<file path="src/dnv_pkg.sv">
// Package for the decimal number validator.
// Holds the per-string state and configuration structs and the character codes.
// No dependencies.
package dnv_pkg;

  localparam logic [7:0] CHAR_MINUS = 8'h2D;
  localparam logic [7:0] CHAR_PLUS  = 8'h2B;
  localparam logic [7:0] CHAR_ZERO  = 8'h30;
  localparam logic [7:0] CHAR_NINE  = 8'h39;
  localparam logic [7:0] CHAR_TAB   = 8'h09;
  localparam logic [7:0] CHAR_CR    = 8'h0D;
  localparam logic [7:0] CHAR_SPACE = 8'h20;

  localparam logic [7:0] SEP_RESET    = 8'd46;
  localparam logic [7:0] MARKER_RESET = 8'd101;

  localparam int CFG_IDX_W  = 2;
  localparam int CFG_DATA_W = 8;

  localparam logic [CFG_IDX_W-1:0] REG_DECIMAL_SEPARATOR = 2'd0;
  localparam logic [CFG_IDX_W-1:0] REG_EXPONENT_MARKER   = 2'd1;
  localparam logic [CFG_IDX_W-1:0] REG_INTEGER_ONLY      = 2'd2;

  typedef struct packed {
    logic [7:0] decimal_separator;
    logic [7:0] exponent_marker;
    logic       integer_only;
  } dnv_cfg_t;

  typedef struct packed {
    logic at_string_start;
    logic after_marker;
    logic separator_seen;
    logic marker_seen;
    logic string_failed;
    logic all_blank;
  } dnv_state_t;

  localparam dnv_state_t STATE_CLEAR = '{
    at_string_start: 1'b1,
    after_marker:    1'b0,
    separator_seen:  1'b0,
    marker_seen:     1'b0,
    string_failed:   1'b0,
    all_blank:       1'b1
  };

endpackage

</file>
<file path="src/dnv_cfg_regs.sv">
// Configuration registers of the decimal number validator.
// Depends on dnv_pkg for the register indexes and the configuration struct.
module dnv_cfg_regs import dnv_pkg::*; (
  input  logic                  clk,
  input  logic                  rst_n,
  input  logic                  cfg_we,
  input  logic [CFG_IDX_W-1:0]  cfg_index,
  input  logic [CFG_DATA_W-1:0] cfg_wdata,
  output dnv_cfg_t              cfg
);

  dnv_cfg_t cfg_r;
  dnv_cfg_t cfg_nxt;

  always_comb begin
    cfg_nxt = cfg_r;
    if (cfg_we) begin
      case (cfg_index)
        REG_DECIMAL_SEPARATOR: cfg_nxt.decimal_separator = cfg_wdata;
        REG_EXPONENT_MARKER:   cfg_nxt.exponent_marker   = cfg_wdata;
        REG_INTEGER_ONLY:      cfg_nxt.integer_only      = cfg_wdata[0];
        default:               cfg_nxt = cfg_r;
      endcase
    end
  end

  always_ff @(posedge clk) begin
    if (!rst_n) begin
      cfg_r.decimal_separator <= SEP_RESET;
      cfg_r.exponent_marker   <= MARKER_RESET;
      cfg_r.integer_only      <= 1'b0;
    end else begin
      cfg_r <= cfg_nxt;
    end
  end

  assign cfg = cfg_r;

endmodule

</file>
<file path="src/dnv_char_check.sv">
// Per-character rule check of the decimal number validator.
// Combinational: takes the string state, one character and the configuration,
// and gives the next state and the verdict. Depends on dnv_pkg.
module dnv_char_check import dnv_pkg::*; (
  input  dnv_state_t state,
  input  dnv_cfg_t   cfg,
  input  logic [7:0] char_code,
  input  logic       last_char,
  output dnv_state_t state_nxt,
  output logic       number_valid
);

  logic       is_blank;
  logic       is_digit;
  logic       is_sign;
  logic       fail;
  logic       sep_seen;
  logic       mark_seen;
  logic       next_after;
  logic       blank;

  assign is_blank = ((char_code >= CHAR_TAB) && (char_code <= CHAR_CR)) ||
                    (char_code == CHAR_SPACE);
  assign is_digit = (char_code >= CHAR_ZERO) && (char_code <= CHAR_NINE);
  assign is_sign  = (char_code == CHAR_MINUS) || (char_code == CHAR_PLUS);

  always_comb begin
    fail       = state.string_failed;
    sep_seen   = state.separator_seen;
    mark_seen  = state.marker_seen;
    next_after = 1'b0;
    blank      = state.all_blank && is_blank;
    if (!state.string_failed) begin
      if (state.at_string_start && (char_code == CHAR_MINUS)) begin
        fail = 1'b0;
      end else if (state.after_marker && is_sign) begin
        if ((cfg.integer_only && (char_code == CHAR_MINUS)) || last_char) begin
          fail = 1'b1;
        end
      end else if (!cfg.integer_only && (char_code == cfg.decimal_separator)) begin
        if (state.separator_seen) begin
          fail = 1'b1;
        end
        sep_seen = 1'b1;
      end else if (char_code == cfg.exponent_marker) begin
        if (last_char || state.marker_seen) begin
          fail = 1'b1;
        end
        mark_seen  = 1'b1;
        next_after = 1'b1;
        if (!cfg.integer_only) begin
          sep_seen = 1'b1;
        end
      end else if (!is_digit) begin
        fail = 1'b1;
      end
    end
  end

  always_comb begin
    if (last_char) begin
      state_nxt = STATE_CLEAR;
    end else begin
      state_nxt.at_string_start = 1'b0;
      state_nxt.after_marker    = next_after;
      state_nxt.separator_seen  = sep_seen;
      state_nxt.marker_seen     = mark_seen;
      state_nxt.string_failed   = fail;
      state_nxt.all_blank       = blank;
    end
  end

  assign number_valid = !fail && !blank;

endmodule

</file>
<file path="src/decimal_number_validator.sv">
// Top level of the decimal number validator: input register, rule check,
// string state and result register. Depends on dnv_pkg, dnv_cfg_regs and
// dnv_char_check.
//
//   channel | direction | handshake          | payload
//   in_     | input     | in_tvalid/tready   | tdata = char_code, tlast = last_char
//   out_    | output    | out_tvalid/tready  | tdata = number_valid
//   cfg_    | input     | cfg_we             | cfg_index, cfg_wdata
//
// One item is accepted per cycle unless a last character waits on a stalled result.
// A verdict is offered once its last character has passed the input register and
// its verdict has been loaded into the result register.
// Reset is synchronous; it clears the string state and both valids and loads the
// configuration registers with their reset values.
// A stalled result blocks only a further last character; other characters
// keep flowing and update the string state.
module decimal_number_validator import dnv_pkg::*; (
  input  logic                  clk,
  input  logic                  rst_n,
  input  logic                  in_tvalid,
  output logic                  in_tready,
  input  logic [7:0]            in_tdata,   // [7:0] char_code
  input  logic                  in_tlast,
  output logic                  out_tvalid,
  input  logic                  out_tready,
  output logic [7:0]            out_tdata,  // [0] number_valid, [7:1] zero
  input  logic                  cfg_we,
  input  logic [CFG_IDX_W-1:0]  cfg_index,
  input  logic [CFG_DATA_W-1:0] cfg_wdata
);

  dnv_cfg_t   cfg;
  dnv_state_t state_r;
  dnv_state_t state_nxt;
  logic       in_valid_r;
  logic [7:0] in_char_r;
  logic       in_last_r;
  logic       out_valid_r;
  logic       out_bit_r;
  logic       verdict;
  logic       advance;

  dnv_cfg_regs u_cfg (
    .clk       (clk),
    .rst_n     (rst_n),
    .cfg_we    (cfg_we),
    .cfg_index (cfg_index),
    .cfg_wdata (cfg_wdata),
    .cfg       (cfg)
  );

  dnv_char_check u_check (
    .state        (state_r),
    .cfg          (cfg),
    .char_code    (in_char_r),
    .last_char    (in_last_r),
    .state_nxt    (state_nxt),
    .number_valid (verdict)
  );

  assign advance   = in_valid_r && (!in_last_r || !out_valid_r || out_tready);
  assign in_tready = !in_valid_r || advance;

  always_ff @(posedge clk) begin
    if (!rst_n) begin
      in_valid_r  <= 1'b0;
      out_valid_r <= 1'b0;
      state_r     <= STATE_CLEAR;
    end else begin
      if (in_tready) begin
        in_valid_r <= in_tvalid;
      end
      if (advance) begin
        state_r <= state_nxt;
      end
      if (advance && in_last_r) begin
        out_valid_r <= 1'b1;
      end else if (out_tready) begin
        out_valid_r <= 1'b0;
      end
    end
  end

  always_ff @(posedge clk) begin
    if (in_tready && in_tvalid) begin
      in_char_r <= in_tdata;
      in_last_r <= in_tlast;
    end
    if (advance && in_last_r) begin
      out_bit_r <= verdict;
    end
  end

  assign out_tvalid = out_valid_r;
  assign out_tdata  = {7'd0, out_bit_r};

  a_reset_clears: assert property (@(posedge clk)
    (rst_n && $past(!rst_n)) |-> (!out_tvalid && !in_valid_r && state_r.at_string_start))
    else $error("valids or string state not cleared after reset");

  a_last_clears_state: assert property (@(posedge clk) disable iff (!rst_n)
    (advance && in_last_r) |=> (state_r == STATE_CLEAR && out_tvalid))
    else $error("last character did not clear state and raise a result");

  a_blocked_last_held: assert property (@(posedge clk) disable iff (!rst_n)
    (in_valid_r && in_last_r && out_tvalid && !out_tready) |=>
    (in_valid_r && in_last_r && $stable(in_char_r)))
    else $error("blocked last character lost");

  a_state_holds_idle: assert property (@(posedge clk) disable iff (!rst_n)
    !advance |=> $stable(state_r))
    else $error("string state changed without an item");

endmodule
</file>
<file path="config.mk">
export PLATFORM = sky130hd
export DESIGN_NAME = decimal_number_validator
export DESIGN_NICKNAME = d
export VERILOG_FILES = /design/src/dnv_pkg.sv /design/src/dnv_cfg_regs.sv /design/src/dnv_char_check.sv /design/src/decimal_number_validator.sv
export SDC_FILE = /design/constraint.sdc
export NUM_CORES = 1
export LEC_CHECK = 0
export ABC_AREA = 1
export ABC_CLOCK_PERIOD_IN_PS = 2100
export BUFFER_PORTS_ARGS = -buffer_cell sky130_fd_sc_hd__buf_4
export CAP_MARGIN = 20
export CORE_UTILIZATION = 58
export CTS_CLUSTER_DIAMETER = 30
export DETAILED_ROUTE_END_ITERATION = 16
export PLACE_DENSITY = 0.86
export SLEW_MARGIN = 20
export SYNTH_ARGS = -nofsm -noshare
export SYNTH_HDL_FRONTEND = slang
export SYNTH_SLANG_ARGS = --single-unit
export TNS_END_PERCENT = 50
</file>
<file path="constraint.sdc">
create_clock -name clk -period 2.1 [get_ports clk]
set_input_delay 0 -clock clk [delete_from_list [all_inputs] [get_ports clk]]
set_output_delay 0 -clock clk [all_outputs]
set_load 0.005 [all_outputs]
</file>
==> results.yml <==
setup_path:
  r2r_cells: 10
  end_kind: "flip-flop"
  endpoint: "u_cfg.cfg[11]$_SDFFE_PN1P_"
  crit_slowest_cell: "dlygate4sd3_1"
  crit_top_cell: "dlygate4sd3_1"
  r2r_slack_ps: 370
  startpoint: "cfg_we"
  worstReg2RegStart: "in_char_r[2]$_DFFE_PP_"
  crit_path_max_fanout: 5
  cp.depth: 8
  startpoint_type: "input port"
  cp.arrival_ps: 2360
  path_cells: "dlygate4sd3_1 > buf_4 > inv_1 > nor3_4 > nand2_1 > dlygate4sd3_1 > nand3_1 > dlygate4sd3_1"
  required_ps: 2410
  cpPeakStageDelay_ps: 600
  path_buf_inv: 5
  path_class: "in2reg"
  path_delay_family: "buffers and inverters"
  reg2reg_to: "out_bit_r$_DFFE_PP_"
floorplan:
  num_rows: 19
  fp.dieArea_um2: 3270
  core_um2: 2830
  fp.dieH_um: 57.2
  die_x_um: 57.2
  initial_core_util_pct: 62.5
  io_pins: 34
synthesis:
  yosys_register_bits: 35
  synth_flop_cell: "dfxtp_1"
  synth_cells: 237
  synth_sequential_area_ratio_pct: 45.3
  synth-edff-count: 10
  yosysTopAreaCell: "dfxtp_1"
  synth-warning-count: 0
  synth_cell_types: 25
  synth_top_area_share_pct: 28.3
  netlist_top_cells_area: "dfxtp_1 28%, edfxtp_1 17%, nand2_1 13%, inv_1 6.6%, nor2_1 6.2%"
  avgSynthCellArea_um2: 7.46
  syn-cell-area_um2: 1770
  synthArstFlopShare_pct: 0
drt:
  drt_first_pass_iters: 10
  num_vias: 1796
  drtAntennaViolNets: 0
  wirelength_mm: 5.05
  drtIter0Drc: 126
  drcViolationCount: 6
  via_per_inst: 5.44
  post_drt_wl_per_cell_um: 15.3
timing:
  setup-tns-final_ps: 0
  final-setup-viol-count: 0
  worst_slack_ps: 56.3
  skew_ps: 12.7
  fin_crit_ps: 2040
  timing.fmax_mhz: 489
  min_period_over_period_pct: 97.3
  finalMaxSlewViolations: 0
  hold_viol_final: 0
cts:
  cts_sinks: 35
  cts_buffers: 5
  h-tree-depth: 2
  clkTransAtPathRegs_ps: 110
  clock-root-buffer: "clkbuf_4"
  cts_tree: "built"
  cts_max_path_buffers: 2
  worstSkewPairLatency_ps: 370
grt:
  grt_pass1_vias: 1722
  grt_usage_pct: 31.1
  grt_pass1_wl_mm: 7.63
  antenna_found_initial: 0
  grt_max_degree: 21
  overflow: 0
cells_and_area:
  seq_area_um2: 801
  layoutNonFillerInstCount: 330
  fin_area_um2: 2330
  syn2layout_area_growth_pct: 31.6
  nNetsFinal: 322
  diodes: 0
  multi_input_area_um2: 774
  drive_gt1_share_pct: 17.1
  num-fill-cells: 165
min_path:
  min_path_type: "in2reg"
power:
  peakVddDrop_v: 0.000502
  p_leak_nw: 1.12
  powerDensity_nw_per_um2: 586
  finalPower_mw: 1.36
run:
  drv_cap: 0
placement:
  dpl_cell_area_um2: 1940
  dp_hpwl_mm: 2.88
  pre_cts_ws_ps: 459
  gp_congestion: 0.970
  post-place-cells: 289
  portBuffers: 26
outcome:
  outcome: "finished with violations"
  violations: "design-rule violations"
[power breakdown]
group	total, mW	switching, mW	leakage (nW)	internal [mW]
sequential	0.764	0.0348	0.304	0.729
clock	0.382	0.254	0.0272	0.128
combinational	0.218	0.110	0.791	0.109
[placed cells by master, fill, tap and decap left out, types with 4 or more instances in the layout]
master,n
a21oi_1,10
buf_4,31
clkbuf_4,5
conb_1,7
dfxtp_1,25
dlygate4sd3_1,29
edfxtp_1,10
inv_1,31
nand2_1,59
nand3_1,12
nand4_1,5
nor2_1,29
o211ai_1,4
o21ai_0,14
xnor2_1,7
[kinds of logic (layout without fill, tap and decap cells)]
family | count (synthesis) | count (layout) | share of synthesized area [%]
other cells | 1 | 7 | 0.212
compound gates | 29 | 29 | 8.99
simple gates | 116 | 116 | 28.5
xor+xnor | 9 | 9 | 4.46
buf+inv | 47 | 103 | 12.5
flops | 35 | 35 | 45.3
[state kept, by name, indices dropped and copies added (netlist names)]
signal      count
u_cfg.cfg      17
in_char_r       8
in_valid_r      1
state_r         6
out_tvalid      1
out_bit_r       1
in_last_r       1
[how the worst min path moves through the flow]
stage                       from                    endpoint  slack (ps)  cells after the start
finish                out_tready     out_tvalid$_SDFFE_PN0P_           7                      4
detailed placement      in_tlast         in_last_r$_DFFE_PP_         180                      1
CTS                 cfg_index[0]  u_cfg.cfg[12]$_SDFFE_PN1P_           3                      4
global route          out_tready     out_tvalid$_SDFFE_PN0P_          40                      4
floorplan            in_tdata[0]      in_char_r[0]$_DFFE_PP_         100                      0
global placement        in_tlast         in_last_r$_DFFE_PP_         180                      1
[Yosys cell counts (4+ instances only)]
cell type	n
a21oi_1	10
buf_4	8
dfxtp_1	25
edfxtp_1	10
inv_1	31
nand2_1	59
nand3_1	12
nand4_1	5
nor2_1	29
o211ai_1	4
o21ai_0	14
xnor2_1	7
[metal layers]
metal / track usage [%] / vias to the layer above / share of wire (%)
met3: 7.03 / 32 / 7.5
met4: 19.2 / 0 / 4.7
li1: - / 860 / -
met5: 0 / - / 0
met2: 50.8 / 104 / 48
met1: 37.4 / 800 / 40
[metrics by stage]
step                hold WS [ps]  util (%)
floorplan                   98.9         -
global placement             178      68.6
detailed placement           179      68.6
CTS                         3.40      80.9
global route                36.1      82.2
finish                      6.70      82.2
[timing repair]
action / 4_1_cts / 5_1_grt
endpoints found under the setup margin: 0 / 1
buffers inserted: 0 / 4
gates resized for setup: 0 / 1
endpoints found under the hold margin: 28 / 0
hold buffers: 29 / 0
[tightest hold or removal path: stages]
cell     delay (ps)
buf_4            80
nor2_1           50
o21ai_0         160
inv_1            40
[layout make-up]
cell class	instances	area share, %
sequential	35	34.4
multi-input combinational	161	33.3
timing repair buffer	60	22.5
inverter	35	5.65
tap	31	1.67
clock buffer	5	1.61
clock inverter	3	0.861
Note: power is estimated with default switching activity, not from simulation.
